**config.mk**
```make
export PLATFORM = sky130hd
export DESIGN_NAME = fcca_ctrl
export DESIGN_NICKNAME = d
export VERILOG_FILES = /design/src/rtl/fcca_pkg.sv /design/src/rtl/fcca_ctrl.sv
export SDC_FILE = /design/constraint.sdc
export NUM_CORES = 1
export LEC_CHECK = 0
export ABC_CLOCK_PERIOD_IN_PS = 3600
export BUFFER_PORTS_ARGS = -buffer_cell sky130_fd_sc_hd__buf_4
export CAP_MARGIN = 20
export CORE_MARGIN = 3
export CORE_UTILIZATION = 49
export CTS_CLUSTER_DIAMETER = 80
export DETAILED_ROUTE_END_ITERATION = 6
export PLACE_DENSITY = 0.83
export SYNTH_ARGS = -nofsm -noshare
export SYNTH_HDL_FRONTEND = slang
export SYNTH_SLANG_ARGS = --single-unit
```
**constraint.sdc**
```tcl
create_clock -name clk -period 3.6 [get_ports clk]
set_input_delay 0.18 -clock clk [delete_from_list [all_inputs] [get_ports clk]]
set_output_delay 0.18 -clock clk [all_outputs]
set_load 0.005 [all_outputs]
```
**src/rtl/fcca_pkg.sv**
```systemverilog
// Shared types, codes and constants of the FAT16 cluster chain allocator.
package fcca_pkg;

	// Link values with a fixed meaning.
	localparam logic [15:0] END_OF_CHAIN = 16'hFFFF;
	localparam logic [15:0] FIRST_DATA   = 16'd2;

	// Allocation never hands out clusters at or above this number.
	localparam int SCAN_LIMIT = 1000;

	// Configuration register map, indexed by paddr[2].
	localparam logic       REG_CLUSTER_SHIFT = 1'b0;
	localparam logic [3:0] CLUSTER_SHIFT_RST = 4'd11;

	typedef enum logic [1:0] {
		REQ_ALLOC = 2'd0,
		REQ_FREE  = 2'd1,
		REQ_READ  = 2'd2,
		REQ_WRITE = 2'd3
	} req_type_t;

	typedef enum logic [1:0] {
		STAT_OK      = 2'd0,
		STAT_NOSPACE = 2'd1,
		STAT_BROKEN  = 2'd2,
		STAT_BADIDX  = 2'd3
	} status_t;

	typedef struct packed {
		logic [1:0]  req_type;
		logic [31:0] size_bytes;
		logic [9:0]  cluster_index;
		logic [15:0] link_value;
	} fcca_req_t;

	typedef struct packed {
		logic [9:0]  first_cluster;
		logic [15:0] read_link;
		logic [1:0]  status;
	} fcca_rsp_t;

	typedef enum logic [3:0] {
		S_CLEAR,
		S_IDLE,
		S_DISPATCH,
		S_COUNT,
		S_CHECK,
		S_DECIDE,
		S_LINK,
		S_TERM,
		S_FREE,
		S_READ,
		S_RESP
	} fcca_state_t;

	// Table read port source.
	typedef enum logic [1:0] {
		RD_NONE,
		RD_SCAN,
		RD_REQ,
		RD_NEXT
	} rd_sel_t;

	// Table write port source.
	typedef enum logic [2:0] {
		WR_NONE,
		WR_CLEAR,
		WR_HOST,
		WR_LINK,
		WR_TERM,
		WR_FREE
	} wr_sel_t;

	typedef struct packed {
		rd_sel_t rd_sel;
		wr_sel_t wr_sel;
		logic    req_load;
		logic    scan_init;
		logic    count_en;
		logic    link_en;
		logic    res_status_we;
		status_t res_status;
		logic    res_first_we;
		logic    res_link_we;
		logic    out_load;
	} fcca_cmd_t;

	typedef struct packed {
		req_type_t req_type;
		logic      need_zero;
		logic      idx_zero;
		logic      idx_bad;
		logic      idx_bad_free;
		logic      no_space;
		logic      scan_last;
		logic      scan_end;
		logic      alloc_done;
		logic      walk_end;
		logic      walk_bad;
		logic      clr_last;
	} fcca_stat_t;

endpackage

```
**src/rtl/fcca_ctrl.sv**
```systemverilog
// Controller state machine of the cluster allocator: sequences clear, allocate, free, read, write.
module fcca_ctrl import fcca_pkg::*; (
	input  logic       clk,
	input  logic       arst_n,
	input  logic       req_valid,
	output logic       req_ready,
	output logic       rsp_valid,
	input  logic       rsp_ready,
	input  fcca_stat_t st,
	output fcca_cmd_t  cmd
);

	fcca_state_t state_q;
	fcca_state_t state_d;
	logic        out_valid_q;
	logic        out_free;

	assign out_free = !out_valid_q || rsp_ready;

	always_comb begin
		state_d = state_q;
		unique case (state_q)
			S_CLEAR: begin
				if (st.clr_last) begin
					state_d = S_IDLE;
				end
			end
			S_IDLE: begin
				if (req_valid) begin
					state_d = S_DISPATCH;
				end
			end
			S_DISPATCH: begin
				unique case (st.req_type)
					REQ_ALLOC: state_d = st.need_zero ? S_RESP : S_COUNT;
					REQ_FREE:  state_d = (st.idx_zero || st.idx_bad_free) ? S_RESP : S_FREE;
					REQ_READ:  state_d = st.idx_bad ? S_RESP : S_READ;
					REQ_WRITE: state_d = S_RESP;
					default:   state_d = S_RESP;
				endcase
			end
			S_COUNT: begin
				if (st.scan_last) begin
					state_d = S_CHECK;
				end
			end
			S_CHECK: begin
				state_d = S_DECIDE;
			end
			S_DECIDE: begin
				state_d = st.no_space ? S_RESP : S_LINK;
			end
			S_LINK: begin
				if (st.alloc_done) begin
					state_d = S_TERM;
				end
			end
			S_TERM: begin
				state_d = S_RESP;
			end
			S_FREE: begin
				if (st.walk_end || st.walk_bad) begin
					state_d = S_RESP;
				end
			end
			S_READ: begin
				state_d = S_RESP;
			end
			S_RESP: begin
				if (out_free) begin
					state_d = S_IDLE;
				end
			end
			default: begin
				state_d = S_IDLE;
			end
		endcase
	end

	always_comb begin
		cmd = '{
			rd_sel:        RD_NONE,
			wr_sel:        WR_NONE,
			req_load:      1'b0,
			scan_init:     1'b0,
			count_en:      1'b0,
			link_en:       1'b0,
			res_status_we: 1'b0,
			res_status:    STAT_OK,
			res_first_we:  1'b0,
			res_link_we:   1'b0,
			out_load:      1'b0
		};
		unique case (state_q)
			S_CLEAR: begin
				cmd.wr_sel = WR_CLEAR;
			end
			S_IDLE: begin
				cmd.req_load = req_valid;
			end
			S_DISPATCH: begin
				unique case (st.req_type)
					REQ_ALLOC: begin
						cmd.scan_init = !st.need_zero;
					end
					REQ_FREE: begin
						if (!st.idx_zero) begin
							if (st.idx_bad_free) begin
								cmd.res_status_we = 1'b1;
								cmd.res_status    = STAT_BADIDX;
							end else begin
								cmd.rd_sel = RD_REQ;
							end
						end
					end
					REQ_READ: begin
						if (st.idx_bad) begin
							cmd.res_status_we = 1'b1;
							cmd.res_status    = STAT_BADIDX;
						end else begin
							cmd.rd_sel = RD_REQ;
						end
					end
					REQ_WRITE: begin
						if (st.idx_bad) begin
							cmd.res_status_we = 1'b1;
							cmd.res_status    = STAT_BADIDX;
						end else begin
							cmd.wr_sel = WR_HOST;
						end
					end
					default: begin
						cmd.res_status_we = 1'b0;
					end
				endcase
			end
			S_COUNT: begin
				cmd.rd_sel   = RD_SCAN;
				cmd.count_en = 1'b1;
			end
			S_CHECK: begin
				cmd.count_en = 1'b1;
			end
			S_DECIDE: begin
				if (st.no_space) begin
					cmd.res_status_we = 1'b1;
					cmd.res_status    = STAT_NOSPACE;
				end else begin
					cmd.scan_init = 1'b1;
				end
			end
			S_LINK: begin
				cmd.link_en = 1'b1;
				cmd.wr_sel  = WR_LINK;
				if (!st.alloc_done && !st.scan_end) begin
					cmd.rd_sel = RD_SCAN;
				end
			end
			S_TERM: begin
				cmd.wr_sel       = WR_TERM;
				cmd.res_first_we = 1'b1;
			end
			S_FREE: begin
				cmd.wr_sel = WR_FREE;
				if (!st.walk_end) begin
					if (st.walk_bad) begin
						cmd.res_status_we = 1'b1;
						cmd.res_status    = STAT_BROKEN;
					end else begin
						cmd.rd_sel = RD_NEXT;
					end
				end
			end
			S_READ: begin
				cmd.res_link_we = 1'b1;
			end
			S_RESP: begin
				cmd.out_load = out_free;
			end
			default: begin
				cmd.out_load = 1'b0;
			end
		endcase
	end

	always_ff @(posedge clk or negedge arst_n) begin
		if (!arst_n) begin
			state_q     <= S_CLEAR;
			out_valid_q <= 1'b0;
		end else begin
			state_q <= state_d;
			if (cmd.out_load) begin
				out_valid_q <= 1'b1;
			end else if (rsp_ready) begin
				out_valid_q <= 1'b0;
			end
		end
	end

	assign req_ready = (state_q == S_IDLE);
	assign rsp_valid = out_valid_q;

endmodule

```
; ---- Word level (Yosys, flattened, before mapping)
; Cells that the tools add are included.
[classes]
muxes = 42
n_reduce_logical = 15
eq_ne = 19
[ops]
columns = operator, n
row1 = 4-bit case mux with 10 select lines, 1
row2 = 4-bit 2-to-1 mux, 8
row3 = 3-bit 2-to-1 mux, 7
row4 = 4-bit by 3-bit equality test with 1-bit output (second input constant), 4
row5 = 2-bit 2-to-1 mux, 8
row6 = 4-bit case mux with 4 select lines, 1
row7 = 3-bit case mux with 5 select lines, 1
row8 = 4-bit equality test (second input constant), 3
row9 = 2-bit != test (second input constant), 6
row10 = 1-bit 2-to-1 mux, 11
row11 = 3-bit case mux with 3 select lines, 1
row12 = 4-bit by 2-bit equality test with 1-bit output (second input constant), 2
row13 = 2-bit case mux with 4 select lines, 1
row14 = 3-bit case mux with 2 select lines, 1
row15 = 6-bit AND reduction, 1
row16 = 2-bit OR reduction, 3
row17 = 2-bit equality test (second input constant), 2
row18 = 4-bit by 1-bit equality test with 1-bit output (second input constant), 1
row19 = 1-bit zero test, 4
row20 = 4-bit zero test, 1
row21 = 2-bit case mux with 2 select lines, 1
row22 = 1-bit logical OR, 3
row23 = 2-bit by 1-bit equality test with 1-bit output (second input constant), 1
row24 = 2-bit zero test, 1
row25 = 3 further kinds, 3
[totals]
out_inout_bits = 17
input_bits = 17
wordCells = 78
regBits = 5

; ---- Logic depth before layout (Yosys ltp)
[depth]
depth_word = 4
mapped_depth = 7
ltp_nobuf = 7

; ---- Worst setup path before layout
; Ideal clock, no wire load.
[synth_path]
path_kind = register to register
startpoint = register state_q[1]
endpoint = register state_q[0]
stages_incl_launch_ff = 6
slack_ps = 1863
synth_period_minus_slack_ps = 1737
required_ps = 3513
setup_time_ps = 87
n_path_buf = 0
arrival_time_ps = 1650
cell_sequence = dfrtp_1 -> or4b_4 -> a2bb2oi_1 -> and3_4 -> and3_1 -> a211oi_2
[synth_via]
elab_chain_len = 3
elab_cells_between_ends = 20
classes_between = 16 x eq/ne / 1 x mux / 3 x reduce/logical
[synth_rtl]
columns = element, line_no
row1 = start: declaration, fcca_ctrl.sv:13  ; fcca_state_t state_q;
row2 = start signal: assignment, fcca_ctrl.sv:191  ; state_q <= state_d;
row3 = "4-bit equality test, or another cell as far along", fcca_ctrl.sv:22  ; unique case (state_q)
row4 = 2-bit OR reduction (no line) / 2-bit != test (equally long branches), --
row5 = 4-bit case mux with 10 select lines / 6-bit AND reduction (equally long branches), --
; Parallel ways exist; a longest one is shown, timed or not.
; A chain may end at the register's enable or synchronous reset.

==> reports/qor.txt <==
status = finished clean
CP Class = flop to primary output
nature of the critical path endpoint = primary output
setup TNS = 0 ns
Via density = 5.85
Cell Pwr Density = 611 nW/um^2
Pins Over Slew Limit = 0
ant diodes = 0
Final Hold Violating Endpoints = 0
final setup vio count = 0
R2R depth = 5
Max Clock Freq = 418 MHz
vias in the first global route = 865
via count = 872
post-cts resize count = 0
DRC errors left = 0
buffers added on ports = 33
top cell type by total area after synthesis = dfrtp_1
Die Y-Extent = 45.0 microns
share of layout cells above drive strength 1 = 31.3%
Worst Path Arrival = 2.21 ns
grt total ovfl = 0
largest net degree at the start of global routing = 21
Finished Layout Cells = 149
router iterations before antenna repair = 4
commonest non-fill, non-tap cell in the layout = buf_4
global-route wire length before repair = 3.64 mm
post-route minimum period = 2.39 ns
num rows = 13
Min-Delay Path Class = input pin to flop
WP data required = 3.42 ns
#FFs+latches synth = 5
Layout Skew = 0.0116 ns
Detail Route Antenna Nets = 0
nets = 157
setup bufs post-CTS = 0
Clock Pin Slew Worst Setup and Hold Paths = 0.05 ns
Max VDD drop = 606 uV
DPL Wire Length = 1.76 mm
synthesized area = 744 sq um
io pins = 34
post-synthesis net count = 124
Worst Hold Slack = 0.136 ns
GRT Total Usage = 24.5%
worst hold path depth = 2
Tcrit/Tclk final = 66.4%
unrepaired setup endpoints after global routing = no
Leak = 0.000509 uW
Tightest Pin Transition = 0.571 ns
CTS tree = built
sinks on the clock net = 5
H-tree Lvls = 1
crit-path max FO = 20
Post-Syn Instances = 102
MaxCap Viol Count = 0
WL/cell = 14.5 microns
Slew headroom = 61.9%
initial core utilization = 54.5%
sequential fraction of the synthesis area = 16.8%
mean post-synth cell area = 7.30 sq um
drt initial violations = 42
TritonCTS buffer count = 3
Area Overhead vs Synth = 37.5%
DIE AREA = 2020 sq um
initial antenna violation count = 0
GPL Wtd Cong = 0.857
die width = 45.0 microns
Power Total = 625 uW
Post-CTS Hold Buffers = 1
Clock Path Buffers = 2
placed cell count = 144
Worst-Skew Late Latency = 0.25 ns
CTS root buf = clkbuf_4
Synth cell types = 40
commonest cells after routing, fill and taps aside = buf_4 (33), nor2_1 (10)
core box area = 1370 sq um
Synth top area share = 16.8%
Setup crit start kind = flop
routed wire length = 2.16 mm
yosys warns = 0
reg-to-reg slack, setup = 1.56 ns
Synth area leaders = dfrtp_1 (17%), ha_1 (8.4%), nand2b_1 (5.0%)
post-layout util = 74.9%
==> layout make-up <==
class	instances	area, sq um
clock buffer	3	22.5
clock inverter	1	5.00
fill	121	343
inverter	6	22.5
multi-input combinational	85	572
sequential	5	125
tap	15	18.8
timing repair buffer	34	258
==> report_power, final <==
| part | switching, uW | internal (uW) | total [uW] |
|---|---|---|---|
| Sequential | 84.7 | 76.2 | 161 |
| Combinational | 183 | 213 | 397 |
| Clock | 27.0 | 40.4 | 67.4 |
==> worst max-delay path, cell delays in order, from the launching register on <==
cell and delay, ns:
dfrtp_1 0.57, nand2b_1 0.32, or3_1 0.40, a211oi_1 0.32, a21o_1 0.14, a31o_1 0.10, buf_4 0.10
==> cell families (layout without fill, tap and decap cells) <==
| group | after synthesis | after routing | synth area share [%] |
|---|---|---|---|
| multiplexers | 1 | 1 | 1.34 |
| adder cells (fa/ha/maj) | 5 | 5 | 8.40 |
| AND/OR/NAND/NOR | 50 | 50 | 39.5 |
| AO/OA/AOI/OAI | 29 | 29 | 27.6 |
| buffers and inverters | 12 | 44 | 6.39 |
| flip-flops | 5 | 5 | 16.8 |
==> per-stage QoR <==
stage,instance area (sq um),setup WS (ns)
floorplan,744,1.86
global placement,986,1.60
detailed placement,986,1.51
CTS,1020,1.23
global route,1020,1.09
finish,1020,1.21
==> flip-flops by register name, summed over array words and instances, names as in the netlist <==
| register | flops |
|---|---|
| state_q | 4 |
| rsp_valid | 1 |
==> path summary, 6_finish.rpt <==
kind	from	to
setup / recovery	state_q[0]	cmd[5]
hold / removal	st[3]	state_q[2]
setup reg to reg	state_q[0]	state_q[0]
hold reg to reg	rsp_valid	state_q[1]
max in group asynchronous	arst_n	rsp_valid
min in group asynchronous	arst_n	state_q[2]
==> layer usage <==
metal,part of all wire [%],track usage (%),vias to the layer above
li1,-,-,431
met1,42,28.0,406
met2,52,45.2,32
met3,4.9,2.79,3
met4,0.60,9.94,0
met5,0,0,-
==> Yosys cell counts, drive strengths merged <==
master / instances
nand2b: 6
and3: 3
and2: 1
and4bb: 1
a22oi: 1
a211oi: 4
dfrtp: 5
or2: 4
o32ai: 3
o211ai: 2
a21oi: 5
a31o: 2
or4b: 1
or3: 1
o21ai: 7
a2bb2oi: 1
mux2i: 1
nor2: 10
nand2: 6
a21bo: 1
nor3: 5
nand3: 1
ha: 5
clkbuf: 3
buf: 3
nand3b: 1
nor3b: 1
inv: 6
o21a: 1
a32o: 1
nor2b: 6
or3b: 2
a21o: 1
nor4b: 1
(Power assumes the default switching activity.)
